## src/rtl/plir_sqrt.sv

```systemverilog
// Digit-by-digit integer square root of a 64-bit value, one result bit per cycle.
module plir_sqrt (
  input  logic        clk_i,
  input  logic        rst_ni,
  input  logic        start_i,
  input  logic [63:0] val_i,
  output logic        busy_o,
  output logic [31:0] root_o
);
  logic [5:0]  cnt_q, cnt_d;
  logic [63:0] v_q, v_d;
  logic [63:0] r_q, r_d;
  logic [63:0] bit_q, bit_d;
  logic [63:0] sum;

  assign busy_o = (cnt_q != 6'd0);
  assign root_o = r_q[31:0];
  assign sum    = r_q + bit_q;

  always_comb begin
    cnt_d = cnt_q;
    v_d   = v_q;
    r_d   = r_q;
    bit_d = bit_q;
    if (start_i) begin
      cnt_d = 6'd32;
      v_d   = val_i;
      r_d   = '0;
      bit_d = 64'd1 << 62;
    end else if (busy_o) begin
      cnt_d = cnt_q - 6'd1;
      bit_d = bit_q >> 2;
      if (v_q >= sum) begin
        v_d = v_q - sum;
        r_d = (r_q >> 1) + bit_q;
      end else begin
        r_d = r_q >> 1;
      end
    end
  end

  always_ff @(posedge clk_i or negedge rst_ni) begin
    if (!rst_ni) begin
      cnt_q <= '0;
    end else begin
      cnt_q <= cnt_d;
    end
  end

  always_ff @(posedge clk_i) begin
    v_q   <= v_d;
    r_q   <= r_d;
    bit_q <= bit_d;
  end
endmodule

```

## config.mk

```make
export PLATFORM = sky130hd
export DESIGN_NAME = plir_sqrt
export DESIGN_NICKNAME = d
export VERILOG_FILES = /design/src/rtl/plir_sqrt.sv
export SDC_FILE = /design/constraint.sdc
export NUM_CORES = 1
export LEC_CHECK = 0
export ABC_AREA = 1
export BUFFER_PORTS_ARGS = -buffer_cell sky130_fd_sc_hd__buf_2
export CORE_AREA = 2 2 216 218
export DETAILED_ROUTE_END_ITERATION = 6
export DIE_AREA = 0 0 218 220
export SLEW_MARGIN = 20
export SYNTH_ARGS = -nofsm -noshare
export SYNTH_HDL_FRONTEND = slang
export SYNTH_SLANG_ARGS = --single-unit
```

## constraint.sdc

```tcl
create_clock -name clk_i -period 18.35 [get_ports clk_i]
set_clock_uncertainty 0.1 [all_clocks]
set_input_delay 0 -clock clk_i [delete_from_list [all_inputs] [get_ports clk_i]]
set_output_delay 0 -clock clk_i [all_outputs]
set_load 0.01 [all_outputs]
```

Word-level counts from Yosys, hierarchy flattened
Cells that the tools add are included.
{ "totals": {"output_inout_bits": 33, "ram_bits": 0, "rom_bits": 0, "memories": 0, "register_bits": 166, "elab_cells": 19, "latch_bits": 0} }
{ "classes": {"mux": 6, "bitwise_logic": 0, "n_div": 0, "reduce_logical": 4, "mul": 0, "add_sub_neg": 4, "shift": 0, "n_lt_le_gt_ge": 1, "eq_ne": 0} }
{ "ops": {"columns": ["cell", "count"], "rows": [
  ["2-to-1 mux 64 bit", 4],
  ["adder 63 x 63 -> 64 bit", 1],
  ["adder 64 x 63 -> 64 bit", 1],
  [">= comparator 64 bit", 1],
  ["subtractor 64 bit", 1],
  ["2-to-1 mux 6 bit", 2],
  ["nonzero test 6 bit", 1],
  ["subtractor 6 x 1 -> 6 bit (second input constant)", 1],
  ["nonzero test 2 bit", 2],
  ["AND reduction 2 bit", 1]
]} }

Logic depth before layout (Yosys ltp)
{ "logic_depth": {"depth_word": 5, "ltp_mapped": 32, "ltp_nobuf": 30} }

Worst setup path before layout
Ideal clock, no wire load.
{ "synth_timing": {"kind": "flip-flop to flip-flop", "startpoint": "reg r_q[30]", "endpoint": "reg v_q[0], enable pin", "setup_time_ps": 524, "path_stages_with_launch": 19, "n_path_buf": 1, "period_less_slack_ps": 7223, "arrival_time_ps": 6599, "path_slack_ps": 11127, "cell_sequence": "dfxtp_1 -> ha_1 -> nand2_1 -> o21ai_0 -> nand2_1 -> o21ai_0 -> inv_1 -> o21ai_0 -> a21oi_1 -> nand2_1 -> xnor2_1 -> ha_1 -> nand2_1 -> nor3_1 -> nand2_1 -> nor2_1 -> a21oi_4 -> clkbuf_1 -> a31oi_1"} }
{ "synth_between": {"elab_chain_cells": 4} }
{ "synth_rtl": {"columns": ["item", "line", "source"], "rows": [
  ["from (decl)", "12", "logic [63:0] r_q, r_d;"],
  ["from (signal assigned)", "52", "r_q <= r_d;"],
  ["adder 64 x 63 -> 64 bit", "18", "assign sum = r_q + bit_q;"],
  [">= comparator 64 bit", "33", "if (v_q >= sum) begin"],
  ["nonzero test 2 bit (no line)", null, null],
  ["AND reduction 2 bit (no line)", null, null],
  ["to (signal assigned)", "51", "v_q <= v_d;"],
  ["to (decl)", "11", "logic [63:0] v_q, v_d;"]
]} }
No other way between the ends.
A chain may end at the register's enable or synchronous reset.

Worst setup path after layout
{ "layout_timing": {"startpoint": "reg r_q[24]", "endpoint": "reg v_q[63], enable pin"} }
Same word-level chain as after synthesis.

==> out/qor.yml <==
top_layer: "met5"
globalplace.congestion: 1.01
cts_buffers: 17
num_rows: 79
netlist_instances: 3601
synth_area_leader_cell: "nand2_1"
core_region_area_sq_um: 45900
worstSetupStartpointType: "flip-flop"
post_cts_buffers: 0
grt_max_degree: 76
maxCapViolations: 0
ys_seq_elements: 166
via_per_inst: 5.33
antenna_found_initial: 2
rsz0062_at_grt: "no"
cts_tree: "yes"
cp_max_fo: 64
post-place-ws_ns: 12.60
drt_iter0_drc: 2319
io_pins: 100
yosysUniqueCellTypes: 46
cts_resized: 0
overflow: 0
whs_ns: 0.189
irDropWorstVdd_v: 0.000101
yosysMostFrequentCell: "nand2_1"
fin_ws_ns: 12.42
track_usage_pct: 33.8
cts_root_buf: "clkbuf_16"
tightestPinTransition_ns: 0.985
grt_pass1_vias: 22100
fmax_mhz: 169
diodes: 0
drc: 0
clk_latency_ns: 0.51
wl_met3_mm: 4.94
yosys_warnings: 0
wire_per_inst_um: 18.7
routed_wl_mm: 80.9
synth.top_cell.area_share_pct: 23.2
cpMostUsedCell: "nand2_1"
ys_seq_area_share_pct: 19.7
synth_nets: 3800
cp_data_arrival_time_ns: 5.96
synth-main-ff-cell: "dfxtp_1"
wirelength_met1_mm: 35.1
postLayoutCoreUtil_pct: 48.8
hpwl_mm: 65.7
crit_chain: "ha_1 -> nand2_1 -> o21ai_0 -> nand2_1 -> o21ai_0 -> a21oi_1 -> nand2_1 -> xnor2_1 -> ha_1 -> nand2_1 -> nor2_2 -> nand2_1 -> nor2_1 -> nand4_1 -> nand3_2 -> nand2_4 -> a31oi_4 -> buf_4"
area_growth_pct: 10.5
ys_top_cells_by_count: "nand2_1 (1251), inv_1 (588), nor2_1 (361), nand3_1 (315), a21oi_1 (183)"
required_ns: 18.38
die_area_sq_um: 48000
dr.pass1.iters: 7
fin_setup_tns_ns: 0
drv_slew: 0
clkTransAtPathRegs_ns: 0.08
vias: 23100
period_needed_ns: 5.93
slowest_delay_ns: 0.72
cp-end-kind: "flip-flop"
final_antenna_net_count: 0
slew_headroom_pct: 34.2
timing_hold_violations_final: 0
ctsHoldBuffers: 75
synth_edf_count: 64
cts_buffer_depth: 2
hp-class: "primary input to flip-flop"
syn_area_sq_um: 20200
layout-drive-gt1-share_pct: 5.21
cts_max_level: 4
p_per_area_nw_per_um2: 149
nNetsFinal: 3907
die_width_um: 218
synthArstFlopShare_pct: 3.61
finalSetupViolCount: 0
fp.dieH_um: 220
syn_area_per_cell_sq_um: 5.62
finalCritPeriodShare_pct: 32.3
route.met2.wl_mm: 37.0
synthTopCellsByArea: "nand2_1 (23%), inv_1 (11%), dfxtp_1 (9.5%)"
grt_pass1_wl_mm: 123
p_leak_nw: 10.7
status: "completed"
slowest_stage: "buf_4"
critical_path_class: "flip-flop to flip-flop"
cts.sinks: 166
initial_core_util_pct: 44.1
io_buffers: 99
[layer usage]
layer  up-vias  GRT usage, %
met2       795          56.9
met4         2          15.5
li1      11600             -
met5         -             0
met1     10500          42.9
met3       165          4.64
[placed cells by master, fill, tap and decap left out, drive strengths merged, types with 2 or more instances in the layout]
master / n
a21oi: 195
o22ai: 31
clkinv: 4
inv: 603
o21bai: 24
nand3b: 26
ha: 131
xnor2: 53
o21a: 6
nand4: 32
o211ai: 2
nor2: 369
edfxtp: 64
nor3: 35
and2: 4
dfrtp: 6
nand3: 316
a22oi: 2
o21ai: 176
a21o: 8
a211oi: 2
nand2: 1256
a31oi: 8
nor4: 10
dfxtp: 96
clkbuf: 17
or2: 18
xor2: 39
dlygate4sd3: 75
buf: 108
[cell type report]
| type | count | area [sq um] |
|---|---|---|
| clock buffers | 17 | 425 |
| clock inverters | 15 | 154 |
| fillers | 5179 | 23500 |
| inverters | 593 | 2230 |
| multi-input cells | 2747 | 13500 |
| flip-flops and latches | 166 | 3990 |
| well taps | 607 | 759 |
| repair buffers | 183 | 1320 |
[where the power goes]
group	leakage (nW)	total [mW]	switching, mW	internal, mW
clock	0.286	0.382	0.201	0.182
sequential	1.52	0.700	0.141	0.559
combinational	8.89	2.25	1.52	0.732
total	10.7	3.33	1.86	1.47
[stage by stage]
stage | power (mW) | instance area, sq um | cells
5_1_grt | 3.62 | 22400 | 4328
4_1_cts | 3.29 | 22400 | 4328
3_3_place_gp | 2.89 | 21000 | 4221
3_5_place_dp | 2.88 | 21000 | 4221
6_report | 3.33 | 22400 | 4328
2_1_floorplan | 2.29 | 20200 | 3601
[state kept, by name (all words and copies together), names as in the netlist]
register / cells
v_q: 64
cnt_q: 6
r_q: 64
bit_q: 32
[logic make-up (layout without fill, tap and decap cells)]
kind of cell | Yosys count | after routing | synth area share (%)
compound gates | 457 | 457 | 12.4
fa+ha+maj | 132 | 132 | 8.19
simple gates | 2066 | 2066 | 42.0
flops | 166 | 166 | 19.7
buf+inv | 688 | 808 | 13.7
xor+xnor | 92 | 92 | 3.98
[worst max-delay path, delay by kind of cell, from the launching register on]
family	cells	cell delay [ns]
compound gates	4	1.09
xor+xnor	1	0.19
fa+ha+maj	2	0.72
buf+inv	1	0.72
flops	1	0.59
simple gates	10	2.00
[final timing paths]
| kind | startpoint | end | slack, ns | depth (start not counted) |
|---|---|---|---|---|
| worst max-delay path | r_q[24] | v_q[63] | 12.42 | 18 |
| worst min-delay path | val_i[17] | v_q[17] | 0.19 | 4 |
| worst max register to register | r_q[24] | v_q[63] | 12.42 | 18 |
| worst min register to register | r_q[0] | r_q[0] | 0.39 | 2 |
| max in group asynchronous | rst_ni | cnt_q[3] | 17.57 | 3 |
| min in group asynchronous | rst_ni | cnt_q[2] | 0.34 | 3 |
No activity file was read; power rests on OpenSTA's default activity.
