--- config.mk ---
export PLATFORM = sky130hd
export DESIGN_NAME = plir_div
export DESIGN_NICKNAME = d
export VERILOG_FILES = /design/src/rtl/plir_div.sv
export SDC_FILE = /design/constraint.sdc
export NUM_CORES = 1
export LEC_CHECK = 0
export ABC_AREA = 1
export BUFFER_PORTS_ARGS = -buffer_cell sky130_fd_sc_hd__buf_2
export CORE_ASPECT_RATIO = 0.75
export CORE_MARGIN = 1.5
export CORE_UTILIZATION = 45
export CTS_CLUSTER_DIAMETER = 150
export DETAILED_ROUTE_END_ITERATION = 6
export GPL_TIMING_DRIVEN = 0
export PLACE_DENSITY = 0.69
export SLEW_MARGIN = 10
export SYNTH_ARGS = -nofsm -noshare
export SYNTH_HDL_FRONTEND = slang
export SYNTH_SLANG_ARGS = --single-unit
--- constraint.sdc ---
create_clock -name clk_i -period 2.9 [get_ports clk_i]
set_input_delay 0.58 -clock clk_i [delete_from_list [all_inputs] [get_ports clk_i]]
set_output_delay 0.58 -clock clk_i [all_outputs]
set_load 0.05 [all_outputs]
--- src/rtl/plir_div.sv ---
// Restoring divider: quotient of (num << 28) / den, one bit per cycle.
module plir_div (
  input  logic        clk_i,
  input  logic        rst_ni,
  input  logic        start_i,
  input  logic [33:0] num_i,
  input  logic [33:0] den_i,
  output logic        busy_o,
  output logic [28:0] quot_o
);
  logic [5:0]  cnt_q, cnt_d;
  logic [62:0] dvd_q, dvd_d;
  logic [34:0] rem_q, rem_d;
  logic [33:0] den_q, den_d;
  logic [28:0] quo_q, quo_d;
  logic [35:0] trial;

  assign busy_o = (cnt_q != 6'd0);
  assign quot_o = quo_q;

  always_comb begin
    cnt_d = cnt_q;
    dvd_d = dvd_q;
    rem_d = rem_q;
    den_d = den_q;
    quo_d = quo_q;
    trial = {rem_q, dvd_q[62]} - {2'b00, den_q};
    if (start_i) begin
      cnt_d = 6'd63;
      dvd_d = {1'b0, num_i, 28'd0};
      rem_d = '0;
      den_d = den_i;
      quo_d = '0;
    end else if (busy_o) begin
      cnt_d = cnt_q - 6'd1;
      dvd_d = {dvd_q[61:0], 1'b0};
      if (!trial[35]) begin
        rem_d = trial[34:0];
        quo_d = {quo_q[27:0], 1'b1};
      end else begin
        rem_d = {rem_q[33:0], dvd_q[62]};
        quo_d = {quo_q[27:0], 1'b0};
      end
    end
  end

  always_ff @(posedge clk_i or negedge rst_ni) begin
    if (!rst_ni) begin
      cnt_q <= '0;
    end else begin
      cnt_q <= cnt_d;
    end
  end

  always_ff @(posedge clk_i) begin
    dvd_q <= dvd_d;
    rem_q <= rem_d;
    den_q <= den_d;
    quo_q <= quo_d;
  end
endmodule

# Yosys cells after proc, flatten, opt, wreduce, memory -nomap -nowiden
# Cells that the tools add are included.
dict set report totals {
  register_bits 139
  input_bits 71
  out_inout_bits 30
  elab_cells 16
}
dict set report classes {
  add_sub_neg 2
  muxes 6
  n_reduce_logical 2
}
# cell count
set ops {}
lappend ops {{2-to-1 mux 62 bit} 2}
lappend ops {{subtractor 36 x 34 -> 36 bit} 1}
lappend ops {{2-to-1 mux 35 bit} 1}
lappend ops {{2-to-1 mux 6 bit} 2}
lappend ops {{nonzero test 6 bit} 1}
lappend ops {{subtractor 6 x 1 -> 6 bit (second input constant)} 1}
lappend ops {{nonzero test 2 bit} 1}
lappend ops {{2-to-1 mux 1 bit} 1}

# Logic depth before layout (Yosys ltp)
# Gate-level depths: netlist of run 1.
dict set report depth {
  word_depth 3
  ltp_mapped 19
  depth_no_buf 18
}

# Least setup slack after synthesis of run 1
# OpenSTA, ideal clock, no wires.
dict set report synth_path {
  path_kind {flip-flop to flip-flop}
  start {register cnt_q[0]}
  end {register dvd_q[28] (enable)}
  setup_time_ns 0.412
  arrival_ns 2.186
  t_required_ns 2.488
  slack_ns 0.302
  stages_incl_launch_ff 11
  path_buffers 1
  period_less_slack_ns 2.598
  path_cell_list {dfrtp_1 inv_1 ha_1 inv_1 nor3_1 nand2_1 nor2_1 inv_1 nor2_1 inv_1 clkbuf_1}
}
dict set report synth_via {
  elab_chain_len 2
}
# element line
set synth_rtl {}
lappend synth_rtl {{from (decl)} 11} ;# logic [5:0] cnt_q, cnt_d;
lappend synth_rtl {{from (signal assigned)} 51} ;# cnt_q <= cnt_d;
lappend synth_rtl {{nonzero test 6 bit} 18} ;# assign busy_o = (cnt_q != 6'd0);
lappend synth_rtl {{nonzero test 2 bit (no source line)} --}
lappend synth_rtl {{to (signal assigned)} 56} ;# dvd_q <= dvd_d;
lappend synth_rtl {{to (decl)} 12} ;# logic [62:0] dvd_q, dvd_d;
# Every way passes these cells.
# A chain may end at the register's enable or synchronous reset.

# Worst setup path in the final report of run 1
dict set report layout_path {
  start {register cnt_q[0]}
  end {output port busy_o}
}
dict set report layout_via {
  elab_chain_len 1
}
# element line
set layout_rtl {}
lappend layout_rtl {{nonzero test 6 bit} 18}
lappend layout_rtl {{to (decl)} 8} ;# output logic busy_o,
# Every way passes these cells.

==> out/results.tsv, run 1 <==
metric	value	unit
All-Layer GR Usage	0.234	
Setup WS pre-CTS	-139	ps
crit path DAT	2190	ps
CTS tree	yes	
PortBufs	100	
#FFs+latches synth	139	
# clock sinks	139	
Final period util	0.957	
syn_nets	1284	
DRT iter0 DRCs	629	
Overflow after GRT	0	
Hold EP	den_q[26]	
Routed Antenna Nets	0	
syn_area_per_cell	7.06	um2
Finished Layout Cells	1554	
Final Critical Period	2770	ps
total number of vias	7544	
dpl cell area	9140	um2
FF-to-FF Start	den_q[28]	
final core utilization	0.548	
TritonRoute pass-1 iters	5	
Critical Path RT	2320	ps
critical path type	reg2out	
final setup vio count	0	
Vias/cell	4.85	
crit-path max cell delay	370	ps
initial antenna violation count	1	
Final WS setup	125	ps
Chip Width	160	um
Hold Vio Cnt, Final	0	
Initial Util	0.465	
status	complete, no violations	
Pwr Density	503	nW/um2
CTS buffer count	17	
VDD IR max	0.339	mV
DP HPWL	16000	um
Reg clk slew, reported paths	70	ps
area of the multi-input gates	3860	um2
Seq/Total Area, Yosys	0.420	
vias in the first global route	6879	
register area	3490	um2
reg2reg path depth	13	
wire per inst	13.9	um
hold path cells	1	
Post-Synthesis Cells	1177	
Layout fillers	1777	
Leak	5.45	nW
Worst Path Max Fanout	10	
clock root buffer	clkbuf_16	
layout cells sized above 1	0.151	
WL final	21500	um
commonest cells after routing, fill and taps aside	nand2_1 (387), inv_1 (209), nor2_1 (113), buf_2 (112), nand3_1 (99)	
# rows	42	
GPL Wtd Cong	0.971	
R2R setup slack	340	ps
synthesized area	8310	um2
largest net degree at the start of global routing	38	
Die Span Y	121	um
Slew headroom	0.383	
clock skew	9.04	ps
dpl cells	1520	
clk buf depth	2	
fmax	360	MHz
first-pass GRT wire length	35100	um
worst path cell trace	inv_1, ha_1, inv_1, nor3_4, nand2_2, nor2_4, clkinvlp_4, buf_2, clkbuf_4	
Syn. warnings	0	
fin. max-slew vios	0	
actual slew at the worst max-slew pin	925	ps
most common cell after layout, fill and taps aside	nand2_1	
DRC	0	
core area	17900	um2
Die ar.	19300	um2
Layout Nets	1406	
max cap viols	0	
Overall Power	0.00492	W
Distinct cells, synth	37	
Slowest cell on crit path	dfrtp_1	
CP most frequent cell	inv_1	
clk_lat worst skew	440	ps
CP startpoint kind	flop	
worst min-delay path class	in2reg	
hold path startpoint	den_i[26]	
H-tree Lvls	4	
Crit. End Element	output port	
worst r2r dst	rem_q[34]	
final instance area	9790	um2
# diodes	0	
IO Pins	101	
synthesis-to-layout area growth	17.8	%
cell families after synthesis:
logic type / share of synthesized area
compound gates: 0.0595
xor+xnor: 0.0190
fa+ha+maj: 0.0551
buf+inv: 0.118
flops: 0.420
simple gates: 0.329
area by class of cell:
class | count | share of cell area
Sequential cell | 139 | 0.357
Multi-Input combinational cell | 789 | 0.395
Clock buffer | 17 | 0.0435
Inverter | 215 | 0.0828
Timing Repair Buffer | 104 | 0.0560
Tap cell | 242 | 0.0309
Buffer | 33 | 0.0171
Clock inverter | 15 | 0.0182
worst max-delay path, delay by kind of cell (launching register included):
family        cells  cell delay (ps)
fa+ha+maj         1              160
buf+inv           5              760
flops             1              370
simple gates      3              450
worst max-delay path by stage:
stage	end	cells after the start	startpoint	slack, ps
after floorplan	dvd_q[28]	10	cnt_q[0]	300
after global placement	dvd_q[45]	4	start_i	-800
after detailed placement	busy_o	10	cnt_q[0]	-140
after CTS	busy_o	9	cnt_q[0]	20
after global routing	busy_o	9	cnt_q[0]	-30
final	busy_o	9	cnt_q[0]	130
per-stage QoR:
| stage | setup TNS (ps) | hold WS, ps |
|---|---|---|
| after floorplan | 0 | 284 |
| after global placement | -33530 | 411 |
| after detailed placement | -139 | 412 |
| after CTS | 0 | 306 |
| after global routing | -34.5 | 297 |
| final | 0 | 312 |
synthesized netlist by cell type (all sizes together):
| cell type | n | share of area |
|---|---|---|
| inv | 214 | 0.097 |
| o31ai | 2 | 0.0018 |
| o22ai | 28 | 0.021 |
| clkinv | 1 | 0.00045 |
| a21oi | 35 | 0.022 |
| fa | 1 | 0.0024 |
| o21bai | 5 | 0.0045 |
| o211ai | 1 | 0.00090 |
| a21o | 1 | 0.00090 |
| xor2 | 17 | 0.018 |
| and2 | 3 | 0.0026 |
| dfrtp | 6 | 0.018 |
| nor3 | 10 | 0.0066 |
| nor2 | 118 | 0.054 |
| nand2 | 405 | 0.19 |
| o21ai | 12 | 0.0072 |
| xnor2 | 1 | 0.0011 |
| or2 | 3 | 0.0023 |
| clkbuf | 16 | 0.0072 |
| a31oi | 2 | 0.0015 |
| dfxtp | 65 | 0.16 |
| ha | 35 | 0.053 |
| edfxtp | 68 | 0.25 |
| nand3 | 110 | 0.073 |
| buf | 18 | 0.013 |
metal layers:
| metal | GRT usage | part of all wire | up-vias |
|---|---|---|---|
| met5 | 0 | 0.00060 | - |
| met1 | 0.358 | 0.52 | 3392 |
| met4 | 0.0607 | 0.0085 | 2 |
| met2 | 0.323 | 0.39 | 226 |
| met3 | 0.0600 | 0.084 | 16 |
| li1 | - | - | 3908 |
sequential cells by signal, indices dropped and copies added, names as in the netlist:
| register | count |
|---|---|
| den_q | 34 |
| dvd_q | 35 |
| quot_o | 29 |
| rem_q | 35 |
| cnt_q | 6 |
power by group:
group          total, W  switching (W)  internal (W)
Combinational  0.000475       0.000304      0.000171
Clock           0.00226       0.000962       0.00130
Sequential      0.00219      0.0000293       0.00216
Total           0.00492        0.00129       0.00363
repair_timing:
item	CTS	global route
hold endpoints to repair	6	0
pin swaps	1	0
hold buffers	1	0
cloned	0	0
endpoints found under the setup margin	1	1
resized for setup	3	4
buffers inserted	2	0
(Power assumes the default switching activity.)
==> run 2, diff against run 1 <==
--- a/config.mk
+++ b/config.mk
@@ -13,6 +13,7 @@
 export CTS_CLUSTER_DIAMETER = 150
 export DETAILED_ROUTE_END_ITERATION = 6
 export GPL_TIMING_DRIVEN = 0
+export MAX_ROUTING_LAYER = met4
 export PLACE_DENSITY = 0.69
 export SLEW_MARGIN = 10
 export SYNTH_ARGS = -nofsm -noshare
==> constraint.sdc (replaced) <==
create_clock -name clk_i -period 3.1 [get_ports clk_i]
set_input_delay 0.62 -clock clk_i [delete_from_list [all_inputs] [get_ports clk_i]]
set_output_delay 0.62 -clock clk_i [all_outputs]
set_load 0.05 [all_outputs]
==> out/results.tsv, run 2 (synthesis results as in run 1) <==
metric	value	unit	change
VDD IR max	0.332	mV	was 0.339 mV
synthesis-to-layout area growth	17.6	%	was 17.8%
Die Span Y	121	um	unchanged
GPL Wtd Cong	0.989		was 0.971
actual slew at the worst max-slew pin	946	ps	was 925 ps
Worst Path Max Fanout	10		unchanged
Chip Width	160	um	unchanged
Final Critical Period	2970	ps	
WL final	22100	um	was 21,500 um
Slowest cell on crit path	dfrtp_1		unchanged
status	complete, no violations		unchanged
IO Pins	101		unchanged
clock skew	14.8	ps	was 9.04 ps
Pwr Density	472	nW/um2	was 503 nW/um2
biggest registers after layout	dvd_q: 35 flops, rem_q: 35 flops, den_q: 34 flops		unchanged
Reg clk slew, reported paths	70	ps	about the same
hold path cells	1		unchanged
dpl cell area	9140	um2	unchanged
CP startpoint kind	flop		unchanged
largest net degree at the start of global routing	38		unchanged
worst path cell trace	inv_1, ha_1, inv_1, nor3_1, nand2_1, nor2_4, clkinvlp_4, buf_2, buf_2		was inv_1, ha_1, inv_1, nor3_4, nand2_2, nor2_4, clkinvlp_4, buf_2, clkbuf_4
Die ar.	19300	um2	unchanged
Crit. End Element	output port		unchanged
worst min-delay path class	in2reg		unchanged
reg2reg path depth	12		was 13
RSZ-0062 raised after global routing	no		
Hold Vio Cnt, Final	0		unchanged
Routed Antenna Nets	0		unchanged
# clock sinks	139		unchanged
DRT iter0 DRCs	645		was 629
H-tree Lvls	4		unchanged
Vias/cell	4.88		was 4.85
clock root buffer	clkbuf_16		unchanged
fin. max-slew vios	0		unchanged
CTS buffer count	17		unchanged
fmax	337	MHz	
Leak	5.44	nW	was 5.45 nW
PortBufs	100		unchanged
Layout fillers	1788		was 1,777
clk buf depth	2		unchanged
max cap viols	0		unchanged
first-pass GRT wire length	35500	um	was 35,100 um
Overflow after GRT	0		unchanged
Final period util	0.958		
TritonRoute pass-1 iters	5		unchanged
final core utilization	0.547		was 0.548
total number of vias	7576		was 7,544
vias in the first global route	6921		was 6,879
# rows	42		unchanged
initial antenna violation count	0		was 1
clk_lat worst skew	440	ps	about the same
wire per inst	14.2	um	was 13.9 um
layout cells sized above 1	0.149		was 0.151
Layout Nets	1406		unchanged
CTS tree	yes		unchanged
# diodes	0		unchanged
critical path type	reg2out		unchanged
crit-path max cell delay	360	ps	was 370 ps
Critical Path RT	2480	ps	was 2320 ps
DRC	0		unchanged
All-Layer GR Usage	0.244		was 0.234
most common cell after layout, fill and taps aside	nand2_1		unchanged
DP HPWL	16600	um	was 16,000 um
core area	17900	um2	unchanged
crit path DAT	2350	ps	was 2190 ps
Initial Util	0.465		unchanged
final instance area	9770	um2	was 9790 um2
commonest cells after routing, fill and taps aside	nand2_1 (388), inv_1 (209), buf_2 (113), nor2_1 (113), nand3_1 (99)		was nand2_1 (387), inv_1 (209), nor2_1 (113), buf_2 (112), nand3_1 (99)
final setup vio count	0		unchanged
Slew headroom	0.369		was 0.383
run 2: critical path, delay by kind of cell (launching register included):
kind,cells,cell delay [ps]
and+or+nand+nor,3,650
buffers and inverters,5,740
DFF,1,360
adders and majority gates,1,160
run 2: path summary, 6_finish.rpt:
kind,start,endpoint,slack (ps)
worst max-delay path,cnt_q[0],busy_o,130
worst min-delay path,den_i[26],den_q[26],350
worst max register to register,cnt_q[0],dvd_q[50],450
worst min register to register,quot_o[28],quot_o[28],460
max in group asynchronous,rst_ni,cnt_q[2],2410
min in group asynchronous,rst_ni,cnt_q[4],530
run 2: final cells by class:
class | instances | area [um2] | area share
Multi-Input combinational cell | 789 | 3850 | 0.394
Tap cell | 242 | 303 | 0.0310
Sequential cell | 139 | 3490 | 0.357
Clock buffer | 19 | 454 | 0.0465
Inverter | 215 | 811 | 0.0829
Buffer | 33 | 168 | 0.0172
Clock inverter | 13 | 151 | 0.0155
Timing Repair Buffer | 104 | 546 | 0.0558
run 2: what timing repair did:
action	CTS	global route
setup buffers	1	1
endpoints found under the setup margin	1	1
hold endpoints to repair	3	0
hold buffers	1	0
gates cloned	0	0
resized for setup	3	0
pin swaps	0	1
run 2: per-stage QoR:
stage	worst slack, ps	std cells	hold WS, ps	power [W]	setup TNS, ps
3_5_place_dp	-18.8	1520	448	0.00253	-18.8
3_3_place_gp	-623	1519	436	0.00252	-25800
2_1_floorplan	502	1177	324	0.00238	0
4_1_cts	48.9	1553	347	0.00463	0
6_report	132	1554	350	0.00462	0
5_1_grt	10.6	1554	343	0.00478	0
run 2: power breakdown:
group          total (W)  switching (W)  internal, W
logic           0.000447       0.000287     0.000160
registers        0.00205      0.0000285      0.00202
clock network    0.00212       0.000868      0.00125
run 2: layer usage:
metal  part of all wire  vias up  GRT usage
li1                   -     3898          -
met1               0.52     3409      0.369
met2               0.38      250      0.327
met3              0.078       19     0.0494
met4              0.013        0     0.0666
met5                  0        -          -
==> run 3, diff against run 2 <==
--- a/config.mk
+++ b/config.mk
@@ -10,6 +10,7 @@
 export CORE_ASPECT_RATIO = 0.75
 export CORE_MARGIN = 1.5
 export CORE_UTILIZATION = 45
+export CTS_BUF_LIST = sky130_fd_sc_hd__clkbuf_2
 export CTS_CLUSTER_DIAMETER = 150
 export DETAILED_ROUTE_END_ITERATION = 6
 export GPL_TIMING_DRIVEN = 0
==> out/results.tsv, run 3 (synthesis results as in run 1) <==
metric	value	unit	change
status	complete, no violations		unchanged
Die ar.	19300	um2	unchanged
Die Span Y	121	um	unchanged
Hold Vio Cnt, Final	0		unchanged
Setup TNS Final	0	ps	unchanged
WL final	22200	um	was 22,100 um
Finished Layout Cells	1586		was 1,554
RSZ-0062 raised after global routing	no		unchanged
first-pass GRT wire length	35500	um	about the same
actual slew at the worst max-slew pin	924	ps	was 946 ps
biggest registers after layout	dvd_q: 35 flops, rem_q: 35 flops, den_q: 34 flops		unchanged
Leak	5.45	nW	was 5.44 nW
clk_lat worst skew	760	ps	was 440 ps
GPL Wtd Cong	0.989		unchanged
All-Layer GR Usage	0.244		about the same
synthesis-to-layout area growth	17.6	%	about the same
Overall Power	0.00376	W	was 0.00462 W
Final period util	0.950		was 0.958
initial antenna violation count	1		was 0
Reg clk slew, reported paths	240	ps	was 70 ps
critical path type	reg2out		unchanged
Crit. End Element	output port		unchanged
Chip Width	160	um	unchanged
crit path DAT	2320	ps	was 2350 ps
worst min-delay path class	in2reg		unchanged
clock root buffer	clkbuf_2		was clkbuf_16
Worst Path Buf+Inv	4		was 5
layout cells sized above 1	0.147		was 0.149
CTS buffer count	17		unchanged
total number of vias	7657		was 7,576
worst path cell trace	inv_1, ha_1, inv_1, nor3_4, nand2_2, nor2_4, clkinvlp_4, buf_4		was inv_1, ha_1, inv_1, nor3_1, nand2_1, nor2_4, clkinvlp_4, buf_2, buf_2
Final Critical Period	2940	ps	was 2970 ps
DP HPWL	16600	um	unchanged
clk buf depth	2		unchanged
dpl cells	1520		unchanged
largest net degree at the start of global routing	38		unchanged
wire per inst	14.0	um	was 14.2 um
clock skew	52.6	ps	was 14.8 ps
H-tree Lvls	4		unchanged
Critical Path RT	2480	ps	about the same
max cap viols	0		unchanged
# rows	42		unchanged
vias in the first global route	6974		was 6,921
Slowest cell on crit path	dfrtp_1		unchanged
PortBufs	100		unchanged
final setup vio count	0		unchanged
CTS tree	yes		unchanged
Slew headroom	0.384		was 0.369
Top Family by Delay on Critical Path	buffers and inverters		unchanged
VDD IR max	0.246	mV	was 0.332 mV
commonest cells after routing, fill and taps aside	nand2_1 (387), inv_1 (209), nor2_1 (113), buf_2 (111), nand3_1 (99)		was nand2_1 (388), inv_1 (209), buf_2 (113), nor2_1 (113), nand3_1 (99)
core area	17900	um2	unchanged
Layout Nets	1437		was 1,406
most common cell after layout, fill and taps aside	nand2_1		unchanged
Worst Path Max Fanout	4		was 10
DRT iter0 DRCs	638		was 645
# clock sinks	139		unchanged
Overflow after GRT	0		unchanged
Pwr Density	385	nW/um2	was 472 nW/um2
DRC	0		unchanged
fin. max-slew vios	0		unchanged
crit-path max cell delay	410	ps	was 360 ps
Vias/cell	4.83		was 4.88
CP startpoint kind	flop		unchanged
Routed Antenna Nets	0		unchanged
IO Pins	101		unchanged
fmax	340	MHz	was 337 MHz
CP most frequent cell	inv_1		
Initial Util	0.465		unchanged
TritonRoute pass-1 iters	5		unchanged
[run 3: through the flow]
| stage | hold slack (ps) | util | worst slack [ps] | instance area, um2 |
|---|---|---|---|---|
| final | 54.0 | 0.547 | 156 | 9770 |
| after detailed placement | 448 | 0.511 | -18.8 | 9140 |
| after floorplan | 324 | - | 502 | 8310 |
| after global placement | 436 | 0.510 | -623 | 9110 |
| after global routing | 0.543 | 0.547 | 12.8 | 9770 |
| after CTS | 0.882 | 0.541 | 145 | 9670 |
[run 3: path summary, 6_finish.rpt]
kind / depth (start not counted) / to / slack (ps) / startpoint
hold / removal: 1 / den_q[8] / 50 / den_i[8]
max in group asynchronous: 2 / cnt_q[2] / 2750 / rst_ni
setup reg to reg: 13 / dvd_q[46] / 400 / cnt_q[0]
hold reg to reg: 2 / quot_o[5] / 480 / quot_o[4]
min in group asynchronous: 2 / cnt_q[4] / 160 / rst_ni
setup / recovery: 8 / busy_o / 160 / cnt_q[0]
[run 3: per-layer routing]
layer,vias up,share of wire,GRT usage
met5,-,0,-
met4,0,0.0061,0.0491
met3,12,0.074,0.0539
met2,235,0.39,0.327
met1,3447,0.53,0.370
li1,3963,-,-
[run 3: timing repair]
item | CTS | global route
hold endpoints to repair | 27 | 10
setup buffers | 3 | 0
setup endpoints to repair | 1 | 0
hold buffers | 22 | 10
gates resized for setup | 7 | 0
[run 3: final cells by class]
class	instances	area [um2]
fillers	1807	8100
multi-input cells	789	3860
flip-flops and latches	139	3490
repair buffers	136	866
inverters	215	811
well taps	242	303
clock inverters	14	181
plain buffers	32	163
clock buffers	18	90.1
diodes	1	2.50
[run 3: power by group]
group | internal (W) | switching (W) | leakage, nW | total [W]
sequential | 0.00202 | 0.0000290 | 1.29 | 0.00205
clock | 0.000475 | 0.000760 | 0.160 | 0.00124
combinational | 0.000186 | 0.000292 | 4.01 | 0.000477
